==> src/tcw_pkg.sv <==
// ============================================================================
// tcw_pkg - shared types and constants of the text console writer
// Request/response payloads, command codes handed from the front end to the
// back end, character codes and default screen geometry.
// ============================================================================
package tcw_pkg;

    // default screen geometry
    localparam int DEF_COLUMNS = 80;
    localparam int DEF_LINES   = 25;

    // cursor position field width (position is reported modulo 2**POS_W)
    localparam int POS_W = 11;

    // command queue depth between front and back end
    localparam int QUEUE_DEPTH = 2;

    // attribute byte after reset: light grey on black
    localparam logic [7:0] ATTR_RESET = 8'h07;

    // request operations
    localparam logic OP_PUT  = 1'b0;
    localparam logic OP_READ = 1'b1;

    // control characters
    localparam logic [7:0] CHAR_NUL       = 8'h00;
    localparam logic [7:0] CHAR_BACKSPACE = 8'h08;
    localparam logic [7:0] CHAR_NEWLINE   = 8'h0A;

    // command kinds decided by the front end
    localparam logic [1:0] CMD_NOP     = 2'd0; // report cursor, cell word zero
    localparam logic [1:0] CMD_READ    = 2'd1; // read one in-range cell
    localparam logic [1:0] CMD_CHAR    = 2'd2; // store character, advance
    localparam logic [1:0] CMD_NEWLINE = 2'd3; // next line, column zero

    typedef logic [7:0] attr_t;

    typedef struct packed {
        logic       operation;
        logic [7:0] char_code;
        logic [4:0] read_row;
        logic [6:0] read_col;
    } req_t;

    typedef struct packed {
        logic [15:0]      cell_word;
        logic [POS_W-1:0] linear_cursor;
    } rsp_t;

    typedef struct packed {
        logic [1:0] kind;
        logic [7:0] char_code;
        logic [4:0] read_row;
        logic [6:0] read_col;
    } cmd_t;

    typedef struct packed {
        logic clearing;   // post-reset screen clear in progress
        logic scrolling;  // row copy / bottom row zeroing in progress
    } back_status_t;

endpackage

==> src/tcw_front.sv <==
// ============================================================================
// tcw_front - request classifier
// Turns each accepted request into a back-end command; range-checks reads.
// ============================================================================
module tcw_front #(
    parameter int COLUMNS = tcw_pkg::DEF_COLUMNS,
    parameter int LINES   = tcw_pkg::DEF_LINES
) (
    input  logic          req_valid,
    input  tcw_pkg::req_t req_data,
    output logic          req_ready,
    input  logic          queue_full,
    input  logic          clearing,
    output logic          push,
    output tcw_pkg::cmd_t cmd
);
    import tcw_pkg::*;

    logic row_ok;
    logic col_ok;

    assign req_ready = !queue_full && !clearing;
    assign push      = req_valid && req_ready;

    assign row_ok = {27'd0, req_data.read_row} < 32'(LINES);
    assign col_ok = {25'd0, req_data.read_col} < 32'(COLUMNS);

    always_comb
    begin
        cmd.char_code = req_data.char_code;
        cmd.read_row  = req_data.read_row;
        cmd.read_col  = req_data.read_col;
        if (req_data.operation == OP_READ)
        begin
            // out-of-range reads just report zero
            cmd.kind = (row_ok && col_ok) ? CMD_READ : CMD_NOP;
        end
        else
        begin
            unique case (req_data.char_code)
                CHAR_NEWLINE:   cmd.kind = CMD_NEWLINE;
                CHAR_BACKSPACE: cmd.kind = CMD_NOP;
                CHAR_NUL:       cmd.kind = CMD_NOP;
                default:        cmd.kind = CMD_CHAR;
            endcase
        end
    end
endmodule

==> config.mk <==
export PLATFORM = sky130hd
export DESIGN_NAME = tcw_front
export DESIGN_NICKNAME = d
export VERILOG_FILES = /design/src/tcw_pkg.sv /design/src/tcw_front.sv
export SDC_FILE = /design/constraint.sdc
export NUM_CORES = 1
export LEC_CHECK = 0
export BUFFER_PORTS_ARGS = -buffer_cell sky130_fd_sc_hd__buf_2
export CELL_PAD_IN_SITES_DETAIL_PLACEMENT = 1
export CELL_PAD_IN_SITES_GLOBAL_PLACEMENT = 1
export CORE_MARGIN = 4
export CORE_UTILIZATION = 14
export DETAILED_ROUTE_END_ITERATION = 10
export GPL_TIMING_DRIVEN = 0
export PLACE_DENSITY_LB_ADDON = 0.05
export SYNTH_ARGS = -nofsm -noshare
export SYNTH_HDL_FRONTEND = slang
export SYNTH_SLANG_ARGS = --single-unit
==> constraint.sdc <==
create_clock -name vclk -period 1.4
set_clock_uncertainty 0.15 [all_clocks]
set_input_delay 0.21 -clock vclk [all_inputs]
set_output_delay 0.21 -clock vclk [all_outputs]
set_load 0.01 [all_outputs]
==> key figures <==
Global routing
  – Initial antenna violation count: 0
  – Vias in the first global route: ~280
  – GR Util All Layers: 5.763%
  – Largest net degree at the start of global routing: 4
  – First-pass GRT wire length: 1.035 mm
  – Gr ovfl total: 0

Timing
  – Final Hold Slack: between 0.4 and 0.5 ns
  – Slew headroom: 84.37%
  – Tcrit/Tclk final: around 95%
  – Final Critical Period: 1.333 ns
  – Final Slew Violations: 0
  – Final worst setup slack: ~0.067 ns
  – F_max: 750.4 MHz
  – TNS Setup: 0 ns
  – Endpoints failing setup: 0
  – Worst-margin pin slew: 0.2308 ns
  – Hold Vio Cnt, Final: 0
  – RSZ-0062 raised after global routing: yes

Critical path
  – Critical setup path kind: in -> out
  – Arr. time, crit path: 0.97 ns
  – Max incr delay on CP: 0.28 ns
  – Critical-path cell list: buf_8, nor4_4, nand4_1, o21ai_1, buf_2
  – CP max-delay cell: nor4_4
  – Startpoint types: input pin
  – Crit. End Element: output port
  – Crit-path max FO: 2
  – WP data required: 1.04 ns

Worst hold path
  – HP Start: req_data[0]
  – WHS Endpoint: cmd[0]
  – Hold Path Cell Cnt: 2
  – Hold Path Class: in -> out

Finish
  – Commonest non-fill, non-tap cell in the layout: buf_2
  – FFs & Latches: 0
  – Commonest non-fill, non-tap cells in the layout: buf_2, buf_4, nor2_1
  – Area grow syn2layout: 113.9%
  – Post-Layout Cell Count: 91
  – Register area: 0 sq um
  – Clock buffer count: 0
  – Layout Utilization: between 30% and 40%
  – Finished layout cell area: 481.7 sq um
  – Filler cell count: 216
  – Antenna Cells: 0
  – Fraction of layout cells with a size suffix above 1: 86.67%
  – Fin nets: 101

Placement
  – I/O Buffers: 44
  – Post-DP HPWL: 826.6 microns
  – Pre-CTS setup slack: around 0.026 ns
  – DP Area: ~470 sq um
  – Placed instance count: 91
  – Gpl congestion: 0.5996

Synthesis
  – Main combinational cell family by area after synthesis: buffers and inverters
  – Post-synth cell types: 11
  – Synthesized net count: 55
  – Synth Area in Adders: 0%
  – Post-Synth XOR/XNOR Area: 0%
  – Seq/Total Area, Yosys: 0%
  – Synth area leaders: buf_4, nor4_4, o311ai_0
  – Count leader, synth: buf_4
  – Synth warn: 0
  – Top cell type's share of synthesized area: ~67%
  – Simple-gate area share of the yosys netlist: 20.56%
  – Most frequent cells after synthesis: buf_4, nor2_1
  – Syn Inst Count: 31
  – Synthesized area per cell: 7.265 sq um
  – Multiplexer area fraction after synthesis: 0%
  – Complex-gate fraction of the synthesized area: 11.11%
  – Synthesized area: approximately 230 sq um
  – Area leader, netlist: buf_4

Status
  – Status: completed

Floorplan
  – Placeable Area: 1506 sq um
  – Die Height: just under 50 microns
  – FP Rows: 14
  – Top-Level Pins: 48
  – Initial cell density of the core: 14.95%
  – Die Area: 2315 sq um
  – Die Wd: 48.11 microns

Power
  – Max IR drop VDD: 0.07835 mV
  – Design Power: 146.0 uW
  – PD cells: 303.1 nW/um^2
  – P_leak: 0.2995 nW

Clock network
  – Post_cts resized: 0
  – Hold_buf cts: 0
  – # Post-CTS Setup Buffers: 0

Route
  – Detailed-route via count: 340
  – Iter 0 DRT Violations: 4
  – ANT nets after route: 0
  – Post-route DRC: 0
  – Drt first pass iters: 2
  – Total detailed-routing wirelength: 828 microns
  – Drt via density: 3.736
  – WL/cell: 9.099 microns

Run
  – Max cap viols: 0
[where the power goes]
group | total, mW | internal (mW) | switching [mW]
registers | 0 | 0 | 0
logic | 0.146 | 0.0876 | 0.0584
clock network | 0 | 0 | 0
[cells by family after synthesis]
kind of cell | count (synthesis)
buffers and inverters | 21
and+or+nand+nor | 6
AOI/OAI and AO/OA | 4
[worst max path at each step]
stage | from | endpoint | slack (ns) | depth (start not counted)
after floorplan | req_data[14] | cmd[20] | 0.25 | 3
after global placement | req_data[14] | cmd[20] | 0.03 | 5
after detailed placement | req_data[14] | cmd[20] | 0.03 | 5
after CTS | req_data[14] | cmd[20] | 0.03 | 5
after global routing | req_data[19] | cmd[20] | -0.004 | 5
final | req_data[19] | cmd[20] | 0.07 | 5
[area by class of cell]
type	instances	area, sq um	share of cell area [%]
timing repair buffer	44	236.5	49.09
tap	16	20.02	4.156
buffer	20	150.1	31.17
inverter	1	3.754	0.7792
multi-input combinational	10	71.32	14.81
[metal layers]
layer | global-route usage [%] | share of wire [%]
met5 | 0 | 0
met4 | 0 | 0
met3 | 1.107 | 20
met2 | 10.55 | 47
met1 | 7.391 | 32
[critical path, delay by kind of cell]
| kind | cells | cell delay, ns |
|---|---|---|
| compound gates | 1 | 0.13 |
| buf+inv | 2 | 0.24 |
| simple gates | 2 | 0.39 |
Note: power is estimated with default switching activity, not from simulation.
