`src/tcw_pkg.sv`:
```
// ============================================================================
// tcw_pkg - shared types and constants of the text console writer
// Request/response payloads, command codes handed from the front end to the
// back end, character codes and default screen geometry.
// ============================================================================
package tcw_pkg;

    // default screen geometry
    localparam int DEF_COLUMNS = 80;
    localparam int DEF_LINES   = 25;

    // cursor position field width (position is reported modulo 2**POS_W)
    localparam int POS_W = 11;

    // command queue depth between front and back end
    localparam int QUEUE_DEPTH = 2;

    // attribute byte after reset: light grey on black
    localparam logic [7:0] ATTR_RESET = 8'h07;

    // request operations
    localparam logic OP_PUT  = 1'b0;
    localparam logic OP_READ = 1'b1;

    // control characters
    localparam logic [7:0] CHAR_NUL       = 8'h00;
    localparam logic [7:0] CHAR_BACKSPACE = 8'h08;
    localparam logic [7:0] CHAR_NEWLINE   = 8'h0A;

    // command kinds decided by the front end
    localparam logic [1:0] CMD_NOP     = 2'd0; // report cursor, cell word zero
    localparam logic [1:0] CMD_READ    = 2'd1; // read one in-range cell
    localparam logic [1:0] CMD_CHAR    = 2'd2; // store character, advance
    localparam logic [1:0] CMD_NEWLINE = 2'd3; // next line, column zero

    typedef logic [7:0] attr_t;

    typedef struct packed {
        logic       operation;
        logic [7:0] char_code;
        logic [4:0] read_row;
        logic [6:0] read_col;
    } req_t;

    typedef struct packed {
        logic [15:0]      cell_word;
        logic [POS_W-1:0] linear_cursor;
    } rsp_t;

    typedef struct packed {
        logic [1:0] kind;
        logic [7:0] char_code;
        logic [4:0] read_row;
        logic [6:0] read_col;
    } cmd_t;

    typedef struct packed {
        logic clearing;   // post-reset screen clear in progress
        logic scrolling;  // row copy / bottom row zeroing in progress
    } back_status_t;

endpackage

```
`src/tcw_queue.sv`:
```
// ============================================================================
// tcw_queue - command queue
// Short FIFO decoupling the classifier from the screen engine.
// ============================================================================
module tcw_queue (
    input  logic          clk,
    input  logic          rst_n,
    input  logic          push,
    input  tcw_pkg::cmd_t push_cmd,
    output logic          full,
    input  logic          pop,
    output logic          head_valid,
    output tcw_pkg::cmd_t head_cmd
);
    import tcw_pkg::*;

    localparam int PTR_W = (QUEUE_DEPTH > 1) ? $clog2(QUEUE_DEPTH) : 1;
    localparam int CNT_W = $clog2(QUEUE_DEPTH + 1);
    localparam logic [PTR_W-1:0] LAST_PTR = PTR_W'(QUEUE_DEPTH - 1);
    localparam logic [CNT_W-1:0] FULL_CNT = CNT_W'(QUEUE_DEPTH);

    cmd_t             slot_reg [QUEUE_DEPTH];
    logic [PTR_W-1:0] wr_ptr_reg, wr_ptr_next;
    logic [PTR_W-1:0] rd_ptr_reg, rd_ptr_next;
    logic [CNT_W-1:0] count_reg, count_next;

    assign full       = count_reg == FULL_CNT;
    assign head_valid = count_reg != '0;
    assign head_cmd   = slot_reg[rd_ptr_reg];

    always_comb
    begin
        wr_ptr_next = wr_ptr_reg;
        rd_ptr_next = rd_ptr_reg;
        count_next  = count_reg;
        if (push)
        begin
            wr_ptr_next = (wr_ptr_reg == LAST_PTR) ? '0 : wr_ptr_reg + 1'b1;
        end
        if (pop)
        begin
            rd_ptr_next = (rd_ptr_reg == LAST_PTR) ? '0 : rd_ptr_reg + 1'b1;
        end
        if (push && !pop)
        begin
            count_next = count_reg + 1'b1;
        end
        else if (pop && !push)
        begin
            count_next = count_reg - 1'b1;
        end
    end

    always_ff @(posedge clk or negedge rst_n)
    begin
        if (!rst_n)
        begin
            wr_ptr_reg <= '0;
            rd_ptr_reg <= '0;
            count_reg  <= '0;
        end
        else
        begin
            wr_ptr_reg <= wr_ptr_next;
            rd_ptr_reg <= rd_ptr_next;
            count_reg  <= count_next;
        end
    end

    always_ff @(posedge clk)
    begin
        if (push)
        begin
            slot_reg[wr_ptr_reg] <= push_cmd;
        end
    end
endmodule

```
`config.mk`:
```
export PLATFORM = sky130hd
export DESIGN_NAME = tcw_queue
export DESIGN_NICKNAME = d
export VERILOG_FILES = /design/src/tcw_pkg.sv /design/src/tcw_queue.sv
export SDC_FILE = /design/constraint.sdc
export NUM_CORES = 1
export LEC_CHECK = 0
export BUFFER_PORTS_ARGS = -buffer_cell sky130_fd_sc_hd__buf_2
export CAP_MARGIN = 0
export CORE_ASPECT_RATIO = 0.6
export CORE_MARGIN = 5
export CORE_UTILIZATION = 54
export CTS_CLUSTER_DIAMETER = 50
export DETAILED_ROUTE_END_ITERATION = 7
export GPL_ROUTABILITY_DRIVEN = 0
export PLACE_DENSITY_LB_ADDON = 0.08
export SYNTH_ARGS = -nofsm -noshare
export SYNTH_HDL_FRONTEND = slang
export SYNTH_SLANG_ARGS = --single-unit
export TNS_END_PERCENT = 30
```
`constraint.sdc`:
```
create_clock -name clk -period 5.9 [get_ports clk]
set_clock_uncertainty 0.05 [all_clocks]
set_input_delay 0.885 -clock clk [delete_from_list [all_inputs] [get_ports clk]]
set_output_delay 0.885 -clock clk [all_outputs]
set_load 0.05 [all_outputs]
```
==> results.json, run 1 <==
{
  "met2_usage": 0.223,
  "use_met3": 0.0677,
  "post_cts_resize_count": 0,
  "finalHoldViolations": 0,
  "ioPinCount": 50,
  "place_hpwl_um": 1870,
  "grtUsageMet1": 0.134,
  "largest_register_ffs": 44,
  "die_h_um": 54.5,
  "cts_tree": "yes",
  "cts_root_buffer": "clkbuf_8",
  "crit_fanout": 23,
  "whs_ns": 0.336,
  "clkTransAtPathRegs_ns": 0.08,
  "setup.worst_path.class": "reg2out",
  "p_int_w": 0.000716,
  "cts_sinks": 48,
  "grt_pass1_vias": 904,
  "synth_cell_types": 12,
  "tns_ns": 0,
  "slowest_stage": "dfrtp_1",
  "top_usage_layer": "met2",
  "die_w_um": 84.1,
  "fin_crit_ns": 2.87,
  "power.leakage_nw": 0.838,
  "slew_violations": 0,
  "grt_first_pass_wirelength_um": 4150,
  "synth_warnings": 0,
  "fill_cells": 242,
  "htree_num_levels": 2,
  "final_cell_area_mm2": 0.00217,
  "rows": 16,
  "cts_setup_buffers": 0,
  "drive_above_1_share": 0.568,
  "rsz0062_at_grt": "no",
  "hold_path_class": "in2async",
  "path_cells": "mux2_2, buf_2",
  "clk_latency_ns": 0.28,
  "antenna_left": 0,
  "routed_wl_um": 2750,
  "critPathCaptureType": "primary output",
  "netlist_instances": 84,
  "portBuffers": 49,
  "finalCritPeriodShare": 0.487,
  "grt_usage": 0.127,
  "peakVddDrop_v": 0.000307,
  "viasPerCell": 4.83,
  "dpl_cell_area_mm2": 0.00206,
  "finalWorstSetupSlack_ns": 3.03,
  "start_util": 0.552,
  "tightest_slew_ns": 1.14,
  "syn_area_per_cell_um2": 21.2,
  "worstPathArrival_ns": 1.94,
  "outcome": "finished clean",
  "grt_max_degree": 24,
  "seqCellArea_mm2": 0.00142,
  "syn_nets": 111,
  "yosysSeqAreaShare": 0.798,
  "multiInputGateArea_um2": 335,
  "startpoint_type": "flop",
  "numCtsBuffers": 5,
  "synthesis.area_mm2": 0.00178,
  "cp_num_buf_inv": 1,
  "drcViolationCount": 0,
  "required_ns": 4.97,
  "p_comb_frac": 0.395,
  "drtPass1Iterations": 4,
  "dp_slack_ns": 3.31,
  "n_antenna_cell": 0,
  "clockPowerShare": 0.182,
  "setup_viol_count_final": 0,
  "power_density_mw_per_mm2": 555,
  "dr.first_iter.drc_count": 32,
  "critPathLaunch": "rd_ptr_reg$_DFFE_PN0P_",
  "switchingPower_w": 0.000488,
  "die_area_mm2": 0.00458,
  "vias": 888,
  "clock_path_buffers": 2,
  "fmax_mhz": 348,
  "cts_hold_buf": 0,
  "r2r_start": "wr_ptr_reg$_DFFE_PN0P_",
  "slew_headroom": 0.238,
  "max-cap-violations": 0,
  "cpPeakStageDelay_ns": 1.00,
  "grt-ovfl-total": 0,
  "syn2layout_area_growth_pct": 21.8,
  "seqPwrFrac": 0.423,
  "fin_nets": 165,
  "synth-seq-cells": 48,
  "antenna_found_initial": 0,
  "core-area_mm2": 0.00322,
  "wl_per_cell_um": 14.9,
  "total_power_w": 0.00120,
  "cpLargestDelayFamily": "flip-flops",
  "switching_share": 0.405
}
-- placed cells by master, fill, tap and decap left out --
| cell type | Yosys | layout |
|---|---|---|
| and2_1 | 1 | 1 |
| inv_1 | 1 | 1 |
| nor2b_1 | 2 | 1 |
| or2_2 | 1 | 1 |
| ha_1 | 1 | 1 |
| buf_2 | 0 | 49 |
| edfxtp_1 | 44 | 44 |
| clkinv_1 | 0 | 2 |
| dfrtp_1 | 4 | 4 |
| bufinv_16 | 0 | 1 |
| mux2_2 | 22 | 22 |
| clkbuf_8 | 0 | 5 |
| xnor2_1 | 1 | 1 |
| xor2_1 | 4 | 4 |
| nor2_1 | 1 | 1 |
| nor2b_2 | 0 | 1 |
-- cell families after synthesis --
kind of cell / synth area share
adders and majority gates: 0.00703
buffers and inverters: 0.0148
and+or+nand+nor: 0.0162
muxes: 0.139
xor gates and xnor gates: 0.0246
DFF: 0.798
-- path summary, 6_finish.rpt --
check | depth (start not counted) | end | slack [ns]
worst max-delay path | 2 | head_cmd[11] | 3.03
worst min-delay path | 1 | count_reg[0]$_DFFE_PN0P_ | 0.34
worst max register to register | 1 | slot_reg[0][7]$_DFFE_PP_ | 4.16
worst min register to register | 1 | count_reg[1]$_DFFE_PN0P_ | 0.44
max in group asynchronous | 1 | rd_ptr_reg$_DFFE_PN0P_ | 5.35
min in group clk | 1 | count_reg[1]$_DFFE_PN0P_ | 0.44
-- power groups by stage --
stage          clock network [W]  registers [W]  logic [W]
6_report                0.000219       0.000509   0.000475
5_1_grt                 0.000238       0.000519   0.000499
4_1_cts                 0.000225       0.000512   0.000481
3_5_place_dp                   0       0.000519   0.000479
3_3_place_gp                   0       0.000512   0.000475
2_1_floorplan                  0       0.000484   0.000418
-- synthesized netlist by cell type --
library cell,instances,area share
and2_1,1,0.0035
xnor2_1,1,0.0049
inv_1,1,0.0021
mux2_2,22,0.14
ha_1,1,0.0070
buf_6,2,0.013
nor2b_1,2,0.0070
edfxtp_1,44,0.74
nor2_1,1,0.0021
xor2_1,4,0.020
or2_2,1,0.0035
dfrtp_1,4,0.056
-- per-stage QoR --
stage / instances / util
after floorplan: 84 / -
after global placement: 176 / 0.640
after detailed placement: 176 / 0.640
after CTS: 184 / 0.673
after global routing: 184 / 0.673
final: 184 / 0.673
-- final cells by class --
class	count	area share
timing repair buffer	49	0.113
multi-input combinational	33	0.155
sequential	48	0.656
clock inverter	3	0.0173
inverter	1	0.00173
tap	45	0.0260
clock buffer	5	0.0317
-- per-layer routing --
layer,routed length [um],vias to the layer above
met4,14,0
met2,1330,32
met3,241,4
met1,1160,426
met5,0,-
li1,-,426
Power figures use the tool's default switching activity.
==> inputs of run 2 (changes only) <==
- CORE_UTILIZATION: 54 -> 50
- clock period: 5.9 -> 2.81 ns (I/O delays scaled with it)
==> results.json, run 2 (synthesized netlist as in run 1, its figures left out) <==
{
  "tns_ns": 0,
  "clkTransAtPathRegs_ns": 0.08,
  "outcome": "finished clean",
  "multiInputGateArea_um2": 335,
  "n_antenna_cell": 0,
  "total_power_w": 0.00246,
  "power_density_mw_per_mm2": 1130,
  "setup.worst_path.class": "reg2out",
  "power.leakage_nw": 0.843,
  "rsz0062_at_grt": "no",
  "cpPeakStageDelay_ns": 0.73,
  "fin_crit_ns": 2.35,
  "cp_num_buf_inv": 2,
  "fmax_mhz": 425,
  "cts_tree": "yes",
  "endpoint": "head_cmd[16]",
  "die_area_mm2": 0.00489,
  "antenna_left": 0,
  "portBuffers": 49,
  "max-cap-violations": 0,
  "place_hpwl_um": 2090,
  "rrSetupSlack_ns": 1.30,
  "cts_setup_buffers": 0,
  "cts_root_buffer": "clkbuf_8",
  "die_h_um": 56.2,
  "grt-ovfl-total": 0,
  "tightest_slew_ns": 0.601,
  "clk_latency_ns": 0.28,
  "r2r_start": "wr_ptr_reg$_DFFE_PN0P_",
  "grt_usage": 0.126,
  "startpoint_type": "flop",
  "grt_pass1_vias": 972,
  "fill_cells": 241,
  "fin_nets": 169,
  "cpLargestDelayFamily": "flip-flops",
  "drive_above_1_share": 0.566,
  "cts_sinks": 48,
  "rows": 16,
  "grt_first_pass_wirelength_um": 4560,
  "critPathCaptureType": "primary output",
  "setup_viol_count_final": 0,
  "grt_max_degree": 16,
  "clock_path_buffers": 2,
  "required_ns": 2.34,
  "drcViolationCount": 0,
  "viasPerCell": 4.73,
  "path_cells": "buf_4, mux2_2, buf_2",
  "syn2layout_area_growth_pct": 22.1,
  "cp_num_cells": 3,
  "htree_num_levels": 2,
  "vias": 889,
  "numCtsBuffers": 5,
  "crit_fanout": 15,
  "slew_violations": 0,
  "critPathLaunch": "rd_ptr_reg$_DFFE_PN0P_",
  "antenna_found_initial": 0,
  "whs_ns": 0.273,
  "worstRegToRegCells": 2,
  "core-area_mm2": 0.00334,
  "peakVddDrop_v": 0.000536,
  "slowest_stage": "dfrtp_1",
  "drtPass1Iterations": 3,
  "slew_headroom": 0.599,
  "layout_commonest_cell": "buf_2",
  "seqCellArea_mm2": 0.00142,
  "largest_register_ffs": 44,
  "dr.first_iter.drc_count": 21,
  "wl_per_cell_um": 15.5,
  "layout_common_cells": "buf_2, edfxtp_1, mux2_2",
  "routed_wl_um": 2910,
  "hold_path_class": "in2reg",
  "ioPinCount": 50,
  "finalCritPeriodShare": 0.837,
  "die_w_um": 87.0,
  "finalHoldViolations": 0,
  "post_cts_resize_count": 0,
  "final_core_util": 0.650,
  "r2r-end": "slot_reg[0][5]$_DFFE_PP_",
  "worstPathArrival_ns": 1.88,
  "start_util": 0.533
}
run 2: cell types whose count changed in the layout (fill, tap and decap cells not counted):
cell           before  now
clkinv_1            2    0
buf_4               0    3
clkbuf_1            0    3
bufinv_16           1    0
dlygate4sd3_1       0    1
run 2: layer usage:
layer / up-vias / routed length [um] / global-route usage
met4: 0 / 9 / 0.0333
li1: 432 / - / -
met5: - / 0 / 0
met3: 2 / 227 / 0.0577
met2: 28 / 1490 / 0.209
met1: 427 / 1190 / 0.147
run 2: worst min path at each step:
stage,startpoint,end,slack [ns],cells after the start
finish,push_cmd[21],slot_reg[0][21]$_DFFE_PP_,0.27,1
global route,push_cmd[21],slot_reg[0][21]$_DFFE_PP_,0.25,1
CTS,push_cmd[21],slot_reg[1][21]$_DFFE_PP_,0.26,1
detailed placement,rst_n,wr_ptr_reg$_DFFE_PN0P_,0.19,1
global placement,rst_n,wr_ptr_reg$_DFFE_PN0P_,0.18,1
floorplan,rst_n,count_reg[0]$_DFFE_PN0P_,0.08,0
run 2: timing repair:
action                                  in CTS  in global routing
hold endpoints to repair                     4                  0
endpoints found under the setup margin       0                  0
hold buffers                                 1                  0
run 2: cell type report:
type | instances | share of cell area
Inverter | 1 | 0.00173
Multi-Input combinational cell | 33 | 0.154
Tap cell | 45 | 0.0259
Timing Repair Buffer | 53 | 0.128
Clock buffer | 8 | 0.0368
Sequential cell | 48 | 0.654
run 2: metrics by stage:
stage	worst slack (ns)	instances	cell area, um^2
after floorplan	0.915	84	1780
after global placement	0.771	179	2080
after CTS	0.395	188	2170
after global routing	0.319	188	2170
final	0.457	188	2170
after detailed placement	0.726	179	2080
run 2: report_power, final:
group | internal [W] | leakage [nW] | switching [W]
registers | 0.000954 | 0.460 | 0.0000875
clock network | 0.000177 | 0.0395 | 0.000193
logic | 0.000305 | 0.344 | 0.000740
